===== src/design/ols_pkg.sv =====
// shared types and codes for the ordered list search and remove block
`timescale 1ns / 1ps

package ols_pkg;

  // action codes
  localparam logic [2:0] ACT_APPEND = 3'd0;
  localparam logic [2:0] ACT_READ   = 3'd1;
  localparam logic [2:0] ACT_FIND   = 3'd2;
  localparam logic [2:0] ACT_REMOVE = 3'd3;
  localparam logic [2:0] ACT_COUNT  = 3'd4;

  // status codes
  localparam logic [1:0] ST_OK        = 2'd0;
  localparam logic [1:0] ST_FULL      = 2'd1;
  localparam logic [1:0] ST_NOT_FOUND = 2'd2;
  localparam logic [1:0] ST_RANGE     = 2'd3;

  typedef struct packed {
    logic [2:0]  action;
    logic [31:0] word_value;
    logic [3:0]  position;
  } in_word_t;

  typedef struct packed {
    logic [1:0]  status;
    logic [31:0] read_word;
    logic [3:0]  found_position;
    logic [4:0]  fill_count;
  } out_word_t;

endpackage


===== src/design/ols_ram.sv =====
// list entry memory, one write and one registered read port
`timescale 1ns / 1ps

module ols_ram #(
  parameter int DEPTH = 16,
  parameter int WIDTH = 32
) (
  input  logic                     clk,
  input  logic                     wr_en,
  input  logic [$clog2(DEPTH)-1:0] wr_addr,
  input  logic [WIDTH-1:0]         wr_data,
  input  logic                     rd_en,
  input  logic [$clog2(DEPTH)-1:0] rd_addr,
  output logic [WIDTH-1:0]         rd_data
);

  logic [WIDTH-1:0] mem_array [DEPTH];
  logic [WIDTH-1:0] rd_data_r;

  always_ff @(posedge clk) begin
    if (wr_en) begin
      mem_array[wr_addr] <= wr_data;
    end
  end

  always_ff @(posedge clk) begin
    if (rd_en) begin
      rd_data_r <= mem_array[rd_addr];
    end
  end

  assign rd_data = rd_data_r;

endmodule


===== src/design/ols_ctrl.sv =====
// request sequencer: decodes an action, walks the memory, builds the result word
`timescale 1ns / 1ps

module ols_ctrl #(
  parameter int CAPACITY = 16,
  parameter int LW       = 32
) (
  input  logic                        clk,
  input  logic                        rst_n,
  input  logic                        in_valid,
  input  ols_pkg::in_word_t           in_word,
  output logic                        in_stall,
  output logic                        res_valid,
  output ols_pkg::out_word_t          res_word,
  input  logic                        res_take,
  output logic                        mem_we,
  output logic [$clog2(CAPACITY)-1:0] mem_wa,
  output logic [LW-1:0]               mem_wd,
  output logic                        mem_re,
  output logic [$clog2(CAPACITY)-1:0] mem_ra,
  input  logic [LW-1:0]               mem_rd
);

  localparam int AW = $clog2(CAPACITY);
  localparam int CW = $clog2(CAPACITY + 1);

  localparam logic [2:0] S_IDLE  = 3'd0;
  localparam logic [2:0] S_READ  = 3'd1;
  localparam logic [2:0] S_SCAN  = 3'd2;
  localparam logic [2:0] S_SHIFT = 3'd3;
  localparam logic [2:0] S_RES   = 3'd4;

  logic [2:0]    state_r, state_nxt;
  logic [2:0]    act_r, act_nxt;
  logic [LW-1:0] w_r, w_nxt;
  logic [CW-1:0] cnt_r, cnt_nxt;
  logic [AW-1:0] idx_r, idx_nxt;
  logic [1:0]    status_r, status_nxt;
  logic [LW-1:0] rword_r, rword_nxt;
  logic [AW-1:0] fpos_r, fpos_nxt;
  logic          pos_ok;

  // start or index lies inside the filled part
  assign pos_ok = 32'(in_word.position) < 32'(cnt_r);

  always_comb begin
    state_nxt  = state_r;
    act_nxt    = act_r;
    w_nxt      = w_r;
    cnt_nxt    = cnt_r;
    idx_nxt    = idx_r;
    status_nxt = status_r;
    rword_nxt  = rword_r;
    fpos_nxt   = fpos_r;
    mem_we     = 1'b0;
    mem_wa     = '0;
    mem_wd     = w_r;
    mem_re     = 1'b0;
    mem_ra     = '0;
    case (state_r)
      S_IDLE: begin
        if (in_valid) begin
          act_nxt    = in_word.action;
          w_nxt      = LW'(in_word.word_value);
          status_nxt = ols_pkg::ST_OK;
          rword_nxt  = '0;
          fpos_nxt   = '0;
          state_nxt  = S_RES;
          case (in_word.action)
            ols_pkg::ACT_APPEND: begin
              if (cnt_r >= CW'(CAPACITY)) begin
                status_nxt = ols_pkg::ST_FULL;
              end else begin
                mem_we  = 1'b1;
                mem_wa  = AW'(cnt_r);
                mem_wd  = LW'(in_word.word_value);
                cnt_nxt = cnt_r + CW'(1);
              end
            end
            ols_pkg::ACT_READ: begin
              if (pos_ok) begin
                mem_re    = 1'b1;
                mem_ra    = AW'(in_word.position);
                state_nxt = S_READ;
              end else begin
                status_nxt = ols_pkg::ST_RANGE;
              end
            end
            ols_pkg::ACT_FIND, ols_pkg::ACT_REMOVE: begin
              if (pos_ok) begin
                mem_re    = 1'b1;
                mem_ra    = AW'(in_word.position);
                idx_nxt   = AW'(in_word.position);
                state_nxt = S_SCAN;
              end else begin
                status_nxt = ols_pkg::ST_NOT_FOUND;
              end
            end
            default: begin
            end
          endcase
        end
      end
      S_READ: begin
        rword_nxt = mem_rd;
        state_nxt = S_RES;
      end
      S_SCAN: begin
        // next entry is fetched ahead; it also feeds the first shift step
        mem_re = 1'b1;
        mem_ra = AW'(CW'(idx_r) + CW'(1));
        if (mem_rd == w_r) begin
          if (act_r == ols_pkg::ACT_FIND) begin
            fpos_nxt  = idx_r;
            state_nxt = S_RES;
          end else begin
            state_nxt = S_SHIFT;
          end
        end else if (CW'(idx_r) + CW'(1) >= cnt_r) begin
          status_nxt = ols_pkg::ST_NOT_FOUND;
          state_nxt  = S_RES;
        end else begin
          idx_nxt = AW'(CW'(idx_r) + CW'(1));
        end
      end
      S_SHIFT: begin
        // mem_rd holds entry idx+1, moved down to idx
        if (CW'(idx_r) + CW'(1) < cnt_r) begin
          mem_we  = 1'b1;
          mem_wa  = idx_r;
          mem_wd  = mem_rd;
          mem_re  = 1'b1;
          mem_ra  = AW'(CW'(idx_r) + CW'(2));
          idx_nxt = AW'(CW'(idx_r) + CW'(1));
        end else begin
          cnt_nxt   = cnt_r - CW'(1);
          state_nxt = S_RES;
        end
      end
      S_RES: begin
        if (res_take) begin
          state_nxt = S_IDLE;
        end
      end
      default: begin
        state_nxt = S_IDLE;
      end
    endcase
  end

  always_ff @(posedge clk) begin
    if (!rst_n) begin
      state_r <= S_IDLE;
      cnt_r   <= '0;
    end else begin
      state_r <= state_nxt;
      cnt_r   <= cnt_nxt;
    end
  end

  always_ff @(posedge clk) begin
    act_r    <= act_nxt;
    w_r      <= w_nxt;
    idx_r    <= idx_nxt;
    status_r <= status_nxt;
    rword_r  <= rword_nxt;
    fpos_r   <= fpos_nxt;
  end

  assign in_stall                = (state_r != S_IDLE);
  assign res_valid               = (state_r == S_RES);
  assign res_word.status         = status_r;
  assign res_word.read_word      = 32'(rword_r);
  assign res_word.found_position = 4'(fpos_r);
  assign res_word.fill_count     = 5'(cnt_r);

endmodule


===== src/design/ordered_list_search_remove_top.sv =====
// top level of the ordered list search and remove block
`timescale 1ns / 1ps

// channel | direction | handshake          | word
// in_     | input     | in_valid/in_stall   | ols_pkg::in_word_t (action, word, position)
// out_    | output    | out_valid/out_stall | ols_pkg::out_word_t (status, data, pos, count)
//
// append, count and undefined actions: accept goes straight to the result state, then the output register
// read: one registered memory read in S_READ, then the result state
// find: k entries compared in S_SCAN from the start position, one per cycle
// remove: find walk, then S_SHIFT moves one entry down per cycle on the memory port
// sync active-low reset clears the fill count and control; entries are not cleared
// out_stall holds the output register; the next word is accepted while it waits, but its result then waits in S_RES

module ordered_list_search_remove_top #(
  parameter int CAPACITY   = 16,
  parameter int WORD_WIDTH = 32
) (
  input  logic               clk,
  input  logic               rst_n,
  input  logic               in_valid,
  input  ols_pkg::in_word_t  in_word,
  output logic               in_stall,
  output logic               out_valid,
  output ols_pkg::out_word_t out_word,
  input  logic               out_stall
);

  // stored word width: the input word carries at most 32 bits
  localparam int LW = (WORD_WIDTH < 32) ? WORD_WIDTH : 32;
  localparam int AW = $clog2(CAPACITY);

  logic               mem_we;
  logic [AW-1:0]      mem_wa;
  logic [LW-1:0]      mem_wd;
  logic               mem_re;
  logic [AW-1:0]      mem_ra;
  logic [LW-1:0]      mem_rd;
  logic               res_valid;
  ols_pkg::out_word_t res_word;
  logic               res_take;

  logic               out_valid_r, out_valid_nxt;
  ols_pkg::out_word_t out_word_r;

  // entry storage
  ols_ram #(
    .DEPTH (CAPACITY),
    .WIDTH (LW)
  ) u_ram (
    .clk     (clk),
    .wr_en   (mem_we),
    .wr_addr (mem_wa),
    .wr_data (mem_wd),
    .rd_en   (mem_re),
    .rd_addr (mem_ra),
    .rd_data (mem_rd)
  );

  // sequencer over the memory
  ols_ctrl #(
    .CAPACITY (CAPACITY),
    .LW       (LW)
  ) u_ctrl (
    .clk       (clk),
    .rst_n     (rst_n),
    .in_valid  (in_valid),
    .in_word   (in_word),
    .in_stall  (in_stall),
    .res_valid (res_valid),
    .res_word  (res_word),
    .res_take  (res_take),
    .mem_we    (mem_we),
    .mem_wa    (mem_wa),
    .mem_wd    (mem_wd),
    .mem_re    (mem_re),
    .mem_ra    (mem_ra),
    .mem_rd    (mem_rd)
  );

  // output register loads when empty or being drained this cycle
  assign res_take = res_valid && (!out_valid_r || !out_stall);

  always_comb begin
    out_valid_nxt = out_valid_r;
    if (res_take) begin
      out_valid_nxt = 1'b1;
    end else if (!out_stall) begin
      out_valid_nxt = 1'b0;
    end
  end

  always_ff @(posedge clk) begin
    if (!rst_n) begin
      out_valid_r <= 1'b0;
    end else begin
      out_valid_r <= out_valid_nxt;
    end
  end

  // payload needs no reset
  always_ff @(posedge clk) begin
    if (res_take) begin
      out_word_r <= res_word;
    end
  end

  assign out_valid = out_valid_r;
  assign out_word  = out_word_r;

endmodule

===== config.mk =====
export PLATFORM = sky130hd
export DESIGN_NAME = ordered_list_search_remove_top
export DESIGN_NICKNAME = d
export VERILOG_FILES = /design/src/design/ols_pkg.sv /design/src/design/ols_ram.sv /design/src/design/ols_ctrl.sv /design/src/design/ordered_list_search_remove_top.sv
export SDC_FILE = /design/constraint.sdc
export NUM_CORES = 1
export LEC_CHECK = 0
export ABC_CLOCK_PERIOD_IN_PS = 5200
export BUFFER_PORTS_ARGS = -buffer_cell sky130_fd_sc_hd__buf_2
export CORE_MARGIN = 1.5
export CORE_UTILIZATION = 30
export DETAILED_ROUTE_END_ITERATION = 10
export PLACE_DENSITY = 0.56
export SYNTH_ARGS = -nofsm -noshare
export SYNTH_HDL_FRONTEND = slang
export SYNTH_SLANG_ARGS = --single-unit

===== constraint.sdc =====
create_clock -name clk -period 5.2 [get_ports clk]
set_clock_uncertainty 0.1 [all_clocks]
set_input_delay 0.52 -clock clk [delete_from_list [all_inputs] [get_ports clk]]
set_output_delay 0.52 -clock clk [all_outputs]
set_load 0.05 [all_outputs]

Yosys cells after proc, flatten, opt, wreduce, memory -nomap -nowiden
Memory sizes are Yosys's and may differ from the RTL's. A register that Yosys moved wholly into a read port is not among the register bits.
Index checks and enable logic that the tools add are counted.
{"block": "totals", "ff_bits": 129, "latch_bits": 0, "ram_bits": 512, "mem_bits_ro": 0, "in_bits": 43, "out_inout_bits": 45, "wordCells": 130, "mem_count": 1}
{"block": "classes", "n_addsub": 4, "mul": 0, "n_div": 0, "order_cmp": 4, "n_eq_ne": 24, "shifts": 0, "muxes": 64, "n_bitwise": 0, "reduce_logical": 20}
{"name": "u_ram.mem_array", "depth": 16, "width": 32, "read_ports": 1, "rd_clocked_by_memory_dff": 1, "write_ports": 1, "line": "ols_ram.sv:17", "text": "logic [WIDTH-1:0] mem_array [DEPTH];"}
{"cell": "32-bit 2-to-1 mux", "count": 5}
{"cell": "32-bit case mux with 2 select lines", "count": 2}
{"cell": "4-bit 2-to-1 mux", "count": 17}
{"cell": "32-bit == test", "count": 1}
{"cell": "3-bit 2-to-1 mux", "count": 8}
{"cell": "4-bit case mux with 3 select lines", "count": 2}
{"cell": "5-bit 2-to-1 mux", "count": 4}
{"cell": "4-bit case mux with 2 select lines", "count": 2}
{"cell": "3-bit by 2-bit == test with 1-bit output (second input constant)", "count": 5}
{"cell": "3-bit case mux with 5 select lines", "count": 1}
{"cell": "2-bit by 1-bit != test with 1-bit output (second input constant)", "count": 7}
{"cell": "2-bit != test (second input constant)", "count": 7}
{"cell": "1-bit 2-to-1 mux", "count": 12}
{"cell": "4-bit AND reduction", "count": 3}
{"cell": "2-bit 2-to-1 mux", "count": 5}
{"cell": "5-bit case mux with 2 select lines", "count": 1}
{"cell": "7-bit AND reduction", "count": 1}
{"cell": "3-bit by 1-bit == test with 1-bit output (second input constant)", "count": 2}
{"cell": "3-bit zero test", "count": 2}
{"cell": "2-bit case mux with 3 select lines", "count": 1}
{"cell": "3-bit case mux with 2 select lines", "count": 1}
{"cell": "2-bit nonzero test", "count": 3}
{"cell": "3-bit nonzero test", "count": 2}
{"cell": "4-bit by 1-bit adder with 5-bit output (second input constant)", "count": 1}
{"cell": "other kinds (19)", "count": 21}

Depth between registers and ports, before layout
{"block": "logic_depth", "depth_word": 7, "depth_mapped": 15, "ltp_nobuf": 11}

Modules after synthesis
A second synthesis with hierarchy kept.
{"block": "unflattened", "hier_cells": 1275, "area_unflattened_um2": 26140.1}
{"mod": "ols_ram", "n_inst": 1, "cells_per_inst": 838, "area_per_inst_um2": 20155.6, "seq_area_each_um2": 16335.7}
{"mod": "ols_ctrl", "n_inst": 1, "cells_per_inst": 390, "area_per_inst_um2": 4654.5, "seq_area_each_um2": 2472.4}
{"mod": "ordered_list_search_remove_top", "n_inst": 1, "cells_per_inst": 47, "area_per_inst_um2": 1330.0, "seq_area_each_um2": 1311.3}

Least setup slack after synthesis
Ideal clock, no wire load.
{"block": "synth_timing", "path_type": "input to register", "startpoint": "input in_valid", "endpoint": "memory u_ram.mem_array[6][0], enable pin", "setup_ps": 421, "t_arrival_ps": 4170, "path_slack_ps": 509, "stages": 7, "n_path_buf": 2, "cell_sequence": "nor2b_1 -> nor3b_4 -> and3_1 -> clkbuf_1 -> clkbuf_1 -> a31oi_1 -> nor2_1"}
{"block": "synth_between", "elab_chain_cells": 4}
{"item": "from (decl)", "line": "ordered_list_search_remove_top.sv:21", "text": "input logic in_valid,"}
{"item": "1-bit 2-to-1 mux", "line": "ols_ctrl.sv:62", "text": "if (in_valid) begin"}
{"item": "1-bit case mux with 2 select lines", "line": "ols_ctrl.sv:60", "text": "case (state_r)"}
{"item": "1-bit 2-to-1 mux", "line": "ols_ram.sv:21", "text": "if (wr_en) begin"}
{"item": "1-bit 2-to-1 mux (implied by the code)", "line": "ols_ram.sv:22", "text": "mem_array[wr_addr] <= wr_data;"}
{"item": "to (decl)", "line": "ols_ram.sv:17"}
Several ways; a longest one is shown, not always the timed one.

Worst setup path in the final report
{"block": "layout_timing", "startpoint": "register u_ctrl.idx_r[0]", "endpoint": "memory u_ram.mem_array[0][22], enable pin"}
{"block": "layout_between", "elab_chain_cells": 6}
{"item": "from (decl)", "line": "ols_ctrl.sv:37", "text": "logic [AW-1:0] idx_r, idx_nxt;"}
{"item": "from (signal assigned)", "line": "ols_ctrl.sv:164", "text": "idx_r <= idx_nxt;"}
{"item": "4-bit by 1-bit adder with 5-bit output"}
{"item": "5-bit < comparator", "line": "ols_ctrl.sv:128", "text": "if (CW'(idx_r) + CW'(1) < cnt_r) begin"}
{"item": "1-bit 2-to-1 mux", "line": "ols_ctrl.sv:128"}
{"item": "1-bit case mux with 2 select lines", "line": "ols_ctrl.sv:60"}
{"item": "1-bit 2-to-1 mux", "line": "ols_ram.sv:21"}
{"item": "1-bit 2-to-1 mux (implied by the code)", "line": "ols_ram.sv:22"}
Several ways; a longest one is shown, not always the timed one.

==> results.json <==
{
  "status": "finished, final reports clean",
  "grt_max_degree": 61,
  "seq_area_mm2": 0.02012,
  "drtAntennaViolNets": 0,
  "reg2reg_slack_ps": 620,
  "initial_core_util": 0.3034,
  "cp.required_ps": 5360,
  "dp.cells": 2883,
  "rr_endpoint": "u_ram.mem_array[0][22]",
  "clock_latency_ps": 630,
  "finalSetupViolations": 0,
  "grt_usage": 0.1573,
  "cts_buffer_depth": 3,
  "drv_slew": 0,
  "grt_setup_unrepaired": "false",
  "layout.nets": 1849,
  "top_usage_layer": "met2",
  "end_kind": "flip-flop",
  "hold_depth": 1,
  "hp-class": "in -> reg",
  "die_w_um": 305.2,
  "synth_top_cells_by_count": "664 x edfxtp_1, 134 x and3_1, 129 x a2111oi_0",
  "synth_top_area_frac": 0.7279,
  "dr.first_iter.drc_count": 1561,
  "die_area_mm2": 0.09313,
  "routedWlPerCell_um": 24.46,
  "netlist_instances": 1683,
  "drt_wl_total_um": 73900,
  "syn-cell-area_mm2": 0.02739,
  "cts.sinks": 673,
  "cts_tree": "built",
  "placement.io_buffers": 87,
  "final.min_clock_period_ps": 4581,
  "arrival_ps": 4740,
  "vias": 16080,
  "min_from": "in_word[10]",
  "fin_area_mm2": 0.03197,
  "drive_gt1_frac": 0.1757,
  "grtUsageMet2": 0.2495,
  "yosysTopAreaCell": "edfxtp_1",
  "io_pins": 88,
  "synth_area_leaders": "edfxtp_1 73%, a2111oi_0 4.1%, and3_1 3.1%, mux4_2 2.5%, nand2_1 1.6%",
  "p_leak_uw": 0.01016,
  "antenna_found_initial": 8,
  "gr-usage-met3": 0.04451,
  "cts_resized": 0,
  "instances_no_fill": 3021,
  "critPathMaxFanout": 33,
  "synth.distinct_cells": 68,
  "cp_cell_sequence": "ha_1 -> xnor2_1 -> inv_1 -> ha_1 -> o31ai_2 -> and3_2 -> buf_4 -> nor2_4 -> or2_2 -> nor2_4 -> buf_4",
  "grt_overflow": 0,
  "worstMarginPinSlew_ps": 1188,
  "grt_pass1_vias": 16030,
  "synth-edff-count": 664,
  "syn_avg_cell_area_um2": 16.28,
  "gp_congestion": 0.8466,
  "cpMaxStageDelayCell": "edfxtp_1",
  "setup_slack_ps": 618.6,
  "synth-main-ff-cell": "edfxtp_1",
  "grt_pass1_wl_um": 108500,
  "grtUsageMet1": 0.2062,
  "ir_drop_v": 0.0002241,
  "r2r_cells": 11,
  "placed_cell_area_mm2": 0.02956,
  "clockRootBuffer": "clkbuf_16",
  "yosysMostFrequentCell": "edfxtp_1",
  "finalCritPeriodShare": 0.8810,
  "clkTransAtPathRegs_ps": 60,
  "reg2reg_from": "u_ctrl.idx_r[0]",
  "powerDensity_mw_per_mm2": 369.7,
  "avgViaCountPerCell": 5.323,
  "synthArstFlopShare": 0,
  "cp-start-kind": "flip-flop",
  "drt_first_pass_iters": 5,
  "cap_violations": 0,
  "die_y_um": 305.2,
  "hpwl_um": 43270,
  "cts_buffers": 71,
  "crit_type": "reg -> reg",
  "area_growth_pct": 16.70,
  "ys_ff_latch": 673,
  "synth_nets": 1740,
  "multi_input_area_mm2": 0.006812,
  "dp_slack_ps": 668.3,
  "relSlewSlack": 0.2041,
  "setup_tns_ps": 0,
  "yosysWarnings": 0,
  "hold_viol_final": 0,
  "postLayoutCoreUtil": 0.3541,
  "fill_cells": 8463,
  "whs_endpoint": "u_ctrl.w_r[6]",
  "rows": 110,
  "htree_levels": 3,
  "max_stage_delay_ps": 590,
  "fmax_ghz": 0.2183,
  "drc_errors": 0,
  "ys_seq_area_frac": 0.7345,
  "coreArea_mm2": 0.09029
}
## state kept, by name, indices dropped and copies added (netlist names), 4 cells and up
name             flops
u_ctrl.rword_r      32
u_ctrl.cnt_r         5
u_ram.mem_array    512
u_ctrl.idx_r         4
out_word            43
u_ctrl.w_r          32
u_ram.rd_data       32
u_ctrl.fpos_r        4
## routing by layer
metal,wire length [um],vias to the layer above
met5,69,-
met4,2144,12
met3,6425,133
met2,34540,662
met1,30720,8200
li1,-,7073
## metrics by stage
stage / power, uW / hold slack (ps)
6_report: 11820 / 37.13
5_1_grt: 12200 / 18.38
4_1_cts: 11930 / 9.889
3_5_place_dp: 6912 / 304.5
3_3_place_gp: 6897 / 303.0
2_1_floorplan: 6672 / 300.3
## final cells by class
| cell class | count | area share |
|---|---|---|
| diodes | 1 | 0.00007828 |
| clock buffers | 85 | 0.05855 |
| clock inverters | 40 | 0.01284 |
| inverters | 11 | 0.001292 |
| multi-input cells | 870 | 0.2131 |
| flip-flops and latches | 673 | 0.6294 |
| well taps | 1176 | 0.04603 |
| repair buffers | 165 | 0.03875 |
## worst max path at each step
stage | start | depth (start not counted) | slack, ps | end
5_1_grt | u_ctrl.idx_r[0] | 11 | 420 | u_ram.mem_array[8][8]
3_3_place_gp | u_ctrl.idx_r[0] | 13 | 760 | u_ram.rd_data[11]
3_5_place_dp | u_ctrl.idx_r[0] | 11 | 670 | u_ram.mem_array[8][16]
6_report | u_ctrl.idx_r[0] | 11 | 620 | u_ram.mem_array[0][22]
4_1_cts | u_ctrl.idx_r[0] | 11 | 630 | u_ram.mem_array[8][8]
2_1_floorplan | in_valid | 7 | 510 | u_ram.mem_array[6][0]
## critical path, delay by kind of cell, from the launching register on
| family | cells | cell delay, ps |
|---|---|---|
| xor+xnor | 1 | 260 |
| buf+inv | 3 | 810 |
| compound gates | 1 | 550 |
| flops | 1 | 590 |
| fa+ha+maj | 2 | 530 |
| simple gates | 4 | 1340 |
## what timing repair did
item / in CTS / in global routing
endpoints found under the hold margin: 12 / 0
hold buffers: 12 / 0
setup endpoints to repair: 0 / 0
setup buffers: 0 / 0
## power by group
group	switching, uW	internal, uW	total [uW]
clock network	2120	2890	5010
logic	458	174	632
registers	53.2	6120	6170
total	2640	9180	11800
## layout by cell type, fill, tap and decap left out, types with 4 or more instances in the layout
cell type and count:
a2111oi_0 129, a21boi_0 6, a21oi_1 42, a221oi_1 32
a22oi_1 32, and2_1 70, and3_1 131, buf_12 15
buf_2 87, buf_4 51, bufinv_16 6, clkbuf_1 12
clkbuf_16 73, clkinv_1 18, clkinv_2 5, dfxtp_1 9
dlygate4sd3_1 12, edfxtp_1 664, ha_1 13, inv_1 10
mux2i_1 34, mux4_2 31, nand2_1 117, nand3_1 5
nand4_1 9, nor2_1 16, nor2_4 17, nor3_1 4
o21ai_0 15, o31a_1 32, o41ai_1 31, or3_1 5
xnor2_1 36
## cell families after synthesis
| kind of cell | count (synthesis) | share of synthesized area |
|---|---|---|
| XOR/XNOR | 38 | 0.01215 |
| AND/OR/NAND/NOR | 399 | 0.07866 |
| AO/OA/AOI/OAI | 352 | 0.1044 |
| adder cells (fa/ha/maj) | 14 | 0.006669 |
| buffers and inverters | 140 | 0.02489 |
| flip-flops | 673 | 0.7345 |
| multiplexers | 67 | 0.03873 |
Note: power is estimated with default switching activity, not from simulation.
